<file path="config.mk">
export PLATFORM = sky130hd
export DESIGN_NAME = mlds_div
export DESIGN_NICKNAME = d
export VERILOG_FILES = /design/src/mlds_pkg.sv /design/src/mlds_div.sv
export SDC_FILE = /design/constraint.sdc
export NUM_CORES = 1
export LEC_CHECK = 0
export ABC_AREA = 1
export BUFFER_PORTS_ARGS = -buffer_cell sky130_fd_sc_hd__buf_2
export CORE_ASPECT_RATIO = 0.5
export CORE_UTILIZATION = 40
export DETAILED_ROUTE_END_ITERATION = 16
export PLACE_DENSITY = 0.6
export RECOVER_POWER = 50
export REMOVE_ABC_BUFFERS = 1
export SYNTH_ARGS = -nofsm -noshare
export SYNTH_HDL_FRONTEND = slang
export SYNTH_SLANG_ARGS = --single-unit
export TNS_END_PERCENT = 50
</file>
<file path="constraint.sdc">
create_clock -name aclk -period 3.5 [get_ports aclk]
set_input_delay 0.35 -clock aclk [delete_from_list [all_inputs] [get_ports aclk]]
set_output_delay 0.35 -clock aclk [all_outputs]
set_load 0.1 [all_outputs]
</file>
<file path="src/mlds_pkg.sv">
`default_nettype none
package mlds_pkg;

    localparam int DIM       = 4;
    localparam int IW        = $clog2(DIM);
    localparam int AW        = $clog2(DIM * DIM);
    localparam int DW        = 32;
    localparam int CW        = 31;
    localparam int FRAC      = 16;
    localparam int DIV_STEPS = DW + FRAC;
    localparam int CNT_W     = $clog2(DIV_STEPS);

    typedef enum logic [1:0] {
        OP_LOAD_MATRIX = 2'd0,
        OP_LOAD_VECTOR = 2'd1,
        OP_SOLVE       = 2'd2
    } op_t;

    typedef enum logic {
        REG_PIVOT_FLOOR    = 1'b0,
        REG_GROWTH_DIVISOR = 1'b1
    } reg_idx_t;

    typedef enum logic [5:0] {
        ST_IDLE,
        ST_FC_A, ST_FC_B, ST_FC_R, ST_FC_M1, ST_FC_N1, ST_FC_M2, ST_FC_S, ST_FC_W,
        ST_TH_R, ST_TH_C,
        ST_PV_D, ST_PV_W, ST_PV_M, ST_PV_N,
        ST_LD_R, ST_LD_D, ST_LD_W,
        ST_FW_A, ST_FW_B, ST_FW_R, ST_FW_M, ST_FW_S, ST_FW_W,
        ST_DG_R, ST_DG_D, ST_DG_W,
        ST_BW_A, ST_BW_B, ST_BW_R, ST_BW_M, ST_BW_S, ST_BW_W,
        ST_EM_R, ST_EM_L, ST_EM_H
    } state_t;

    function automatic logic [AW-1:0] maddr(input logic [IW-1:0] r, input logic [IW-1:0] c);
        return AW'(int'(r) * DIM + int'(c));
    endfunction

endpackage
`default_nettype wire

</file>
<file path="src/mlds_div.sv">
`default_nettype none
module mlds_div import mlds_pkg::*; (
    input  wire logic                 aclk,
    input  wire logic                 aresetn,
    input  wire logic                 start,
    input  wire logic signed [DW-1:0] num,
    input  wire logic [CW-1:0]        den,
    output logic                      done,
    output logic signed [DW-1:0]      quo
);

    logic [DIV_STEPS-1:0] dvd_reg;
    logic [DW-1:0]        rem_reg;
    logic [CW-1:0]        den_reg;
    logic                 neg_reg;
    logic [CNT_W-1:0]     cnt_reg;
    logic                 run_reg;
    logic                 done_reg;
    logic [DW-1:0]        trial;
    logic                 ge;
    logic [DW-1:0]        num_abs;

    assign num_abs = num[DW-1] ? DW'(-num) : DW'(num);
    assign trial   = {rem_reg[DW-2:0], dvd_reg[DIV_STEPS-1]};
    assign ge      = trial >= {1'b0, den_reg};

    always_ff @(posedge aclk) begin
        if (!aresetn) begin
            run_reg  <= 1'b0;
            done_reg <= 1'b0;
            cnt_reg  <= '0;
        end else begin
            done_reg <= 1'b0;
            if (start) begin
                dvd_reg <= {num_abs, {FRAC{1'b0}}};
                rem_reg <= '0;
                den_reg <= den;
                neg_reg <= num[DW-1];
                cnt_reg <= '0;
                run_reg <= 1'b1;
            end else if (run_reg) begin
                rem_reg <= ge ? trial - {1'b0, den_reg} : trial;
                dvd_reg <= {dvd_reg[DIV_STEPS-2:0], ge};
                cnt_reg <= cnt_reg + 1'b1;
                if (cnt_reg == CNT_W'(DIV_STEPS - 1)) begin
                    run_reg  <= 1'b0;
                    done_reg <= 1'b1;
                end
            end
        end
    end

    always_comb begin
        if (neg_reg) begin
            if (dvd_reg > DIV_STEPS'(64'h8000_0000))
                quo = {1'b1, {(DW-1){1'b0}}};
            else
                quo = DW'(-dvd_reg);
        end else begin
            if (dvd_reg > DIV_STEPS'(64'h7FFF_FFFF))
                quo = {1'b0, {(DW-1){1'b1}}};
            else
                quo = DW'(dvd_reg);
        end
    end

    assign done = done_reg;

endmodule
`default_nettype wire
</file>
==> reports/summary.txt <==
Clock Skew -> 0.009449 ns
count leader, synth -> nand2_1
worst path required time -> 3.15 ns
Worst-path clk slew -> 0.06 ns
crit path launch -> dvd_reg[1]
PD cells -> 483.1 nW/um^2
setup TNS -> 0 ns
placed instance area -> 10190 um^2
critical path startpoint category -> register
Pre-antenna DRT Iters -> 6
CTS root buf -> clkbuf_16
clock tree buffer depth -> 2
synthesized area -> 9390 um^2
Finished Cell Area -> 10740 um^2
Yosys top cell area share -> 35.50%
CTS tree -> yes
FP Rows -> 39
final net count -> 1554
multiplexer share of the synthesized area -> 0%
DRC -> 0
Final Non-Filler Cells -> 1772
FF+latch count, synth -> 119
worst-path fanout max -> 26
pin count of the biggest net entering global routing -> 49
Placer Congestion -> 0.9207
max reg flops -> 48
status -> complete, but fails checks
Total Wirelength -> 25250 um
first-pass GRT wire length -> 40920 um
Clock Latency Late Sink -> 0.44 ns
CP arrival -> 2.97 ns
Post-synth ARST share -> 0%
Tot Pwr -> 5.190 mW
RSZ-0062 raised after global routing -> no
CP endpoint kind -> output port
vias in the first global route -> 8328
final setup violation count -> 0
Inst Count DP -> 1741
DIE HEIGHT -> 110.3 um
dpl ws -> 0.5223 ns
failing checks -> capacitance limit, slew limit
Tmin final -> 3.319 ns
main combinational cell family by area after synthesis -> simple AND/OR/NAND/NOR gates
worst min-delay path class -> input pin to register
Layout area overhead -> 14.40%
crit path capture -> quo[22]
worst rel slew slack -> -49.35%
antenna diode count -> 0
Worst Max-Slew Pin Slew -> 2.240 ns
dpl hpwl -> 19090 um
worst hold stages -> 1
Crit Path Category -> register to output port
f_max -> 301.3 MHz
Max IR drop VDD -> 0.3589 mV
Reg2Reg Depth -> 15
Routed Antenna Nets -> 0
Ports -> 99
H-tree depth -> 4
die area -> 24130 um^2
worst hold start -> den[17]
Core ar. -> 22930 um^2
Compound-Gate Fraction of Synth Area -> 8.634%
Post-CTS Hold Buffers -> 0
largest area contributor in the netlist -> edfxtp_1
Post-synth EDFFs -> 111
Synth Instances -> 1358
die width -> 218.7 um
vias -> 8877
remaining global-route overflow -> 0
Max Slew Vio Count -> 132
max cap viols -> 3
Post-synth top cells -> nand2_1 (384), inv_1 (222), nor2_1 (201), edfxtp_1 (111), nand3_1 (80)
Crit Reg-Reg Startpoint -> dvd_reg[47]
initial antenna violation count -> 0
Sink Count -> 119
Seq/Total Area, Yosys -> 37.20%
synth warn -> 0
XOR/XNOR share of the synthesized area -> 4.570%
Leak Pwr -> 5.221 nW
worst hold slack -> 0.08525 ns
Cell variety after synth -> 42
period utilization -> 94.84%
WL per Instance -> 14.25 um
Vias/cell -> 5.010
GR Util All Layers -> 21.75%
IO buf count -> 98
FF-to-FF End -> rem_reg[10]
share of cells above drive strength 1 -> 11.74%
Adder-Cell Fraction of Synth Area -> 4.744%
simple logic cell fraction of the synthesized area -> 34.16%
post-CTS setup buffer count -> 0
ys flop type -> edfxtp_1
1st-iter DRT viols -> 721
TritonCTS Buffers -> 17
syn_area_per_cell -> 6.915 um^2
R2R setup slack -> 0.52 ns
Initial Utilization -> 40.94%
Fin. Hold Viols -> 0
Core Util, Final -> 46.84%
worst setup margin -> 0.1806 ns
largest cells by area after synthesis -> edfxtp_1 (35%), nand2_1 (15%), inv_1 (8.9%)
Filler cells -> 2390
critical path, stage by stage, from the launching register on:
cell and delay, ns:
edfxtp_1 0.38, inv_1 0.10, ha_1 0.22, nand3_4 0.09
nor2_2 0.09, nand2_2 0.12, nor2_4 0.14, nand2_2 0.07
nor2_1 0.10, nand2_1 0.09, nand2_2 0.12, nand2_4 0.23
o21ai_2 0.27, buf_2 0.46
power breakdown:
part           switching, mW  internal (mW)  total [mW]
Combinational           1.13          0.486        1.62
Clock                  0.635           1.10        1.74
Sequential            0.0896           1.75        1.84
timing repair:
action | in CTS | in global routing
setup endpoints to repair | 0 | 2
hold endpoints to repair | 0 | 0
gates resized for setup | 0 | 2
layout make-up:
type	instances	area [um^2]	share of cell area, %
clock buffer	21	440.4	4.100
clock inverter	10	130.1	1.211
inverter	225	844.6	7.862
multi-input combinational	982	4893	45.55
sequential	119	3493	32.52
tap	307	384.1	3.576
timing repair buffer	108	556.8	5.183
per-layer routing:
metal	global-route usage (%)	share of wire, %	vias up
met2	36.51	46	205
met4	5.605	1.1	0
met3	4.362	5.3	22
met1	28.81	48	4124
li1	-	-	4526
met5	0	0	-
cells by family (layout without fill, tap and decap cells):
logic type / count (synthesis) / after routing
adders and majority gates: 35 / 35
buffers and inverters: 257 / 364
xor gates and xnor gates: 49 / 49
DFF: 119 / 119
AOI/OAI and AO/OA: 146 / 146
and+or+nand+nor: 752 / 752
layout by cell type (no fill, tap or decap), drive strengths merged, types with 8 or more instances in the layout:
cell / n
clkbuf: 30
dfxtp: 8
nand4: 21
o21ai: 103
nor2: 213
nand3b: 17
nand2: 394
a31oi: 10
buf: 99
a21oi: 28
nand3: 83
nor3: 14
inv: 224
ha: 34
edfxtp: 111
xor2: 43
how the worst min path moves through the flow:
stage	to	slack, ns
3_5_place_dp	cnt_reg[1]	0.50
4_1_cts	den_reg[5]	0.07
5_1_grt	den_reg[3]	0.08
2_1_floorplan	done	0.43
6_report	den_reg[17]	0.09
3_3_place_gp	cnt_reg[1]	0.47
(Power assumes the default switching activity.)
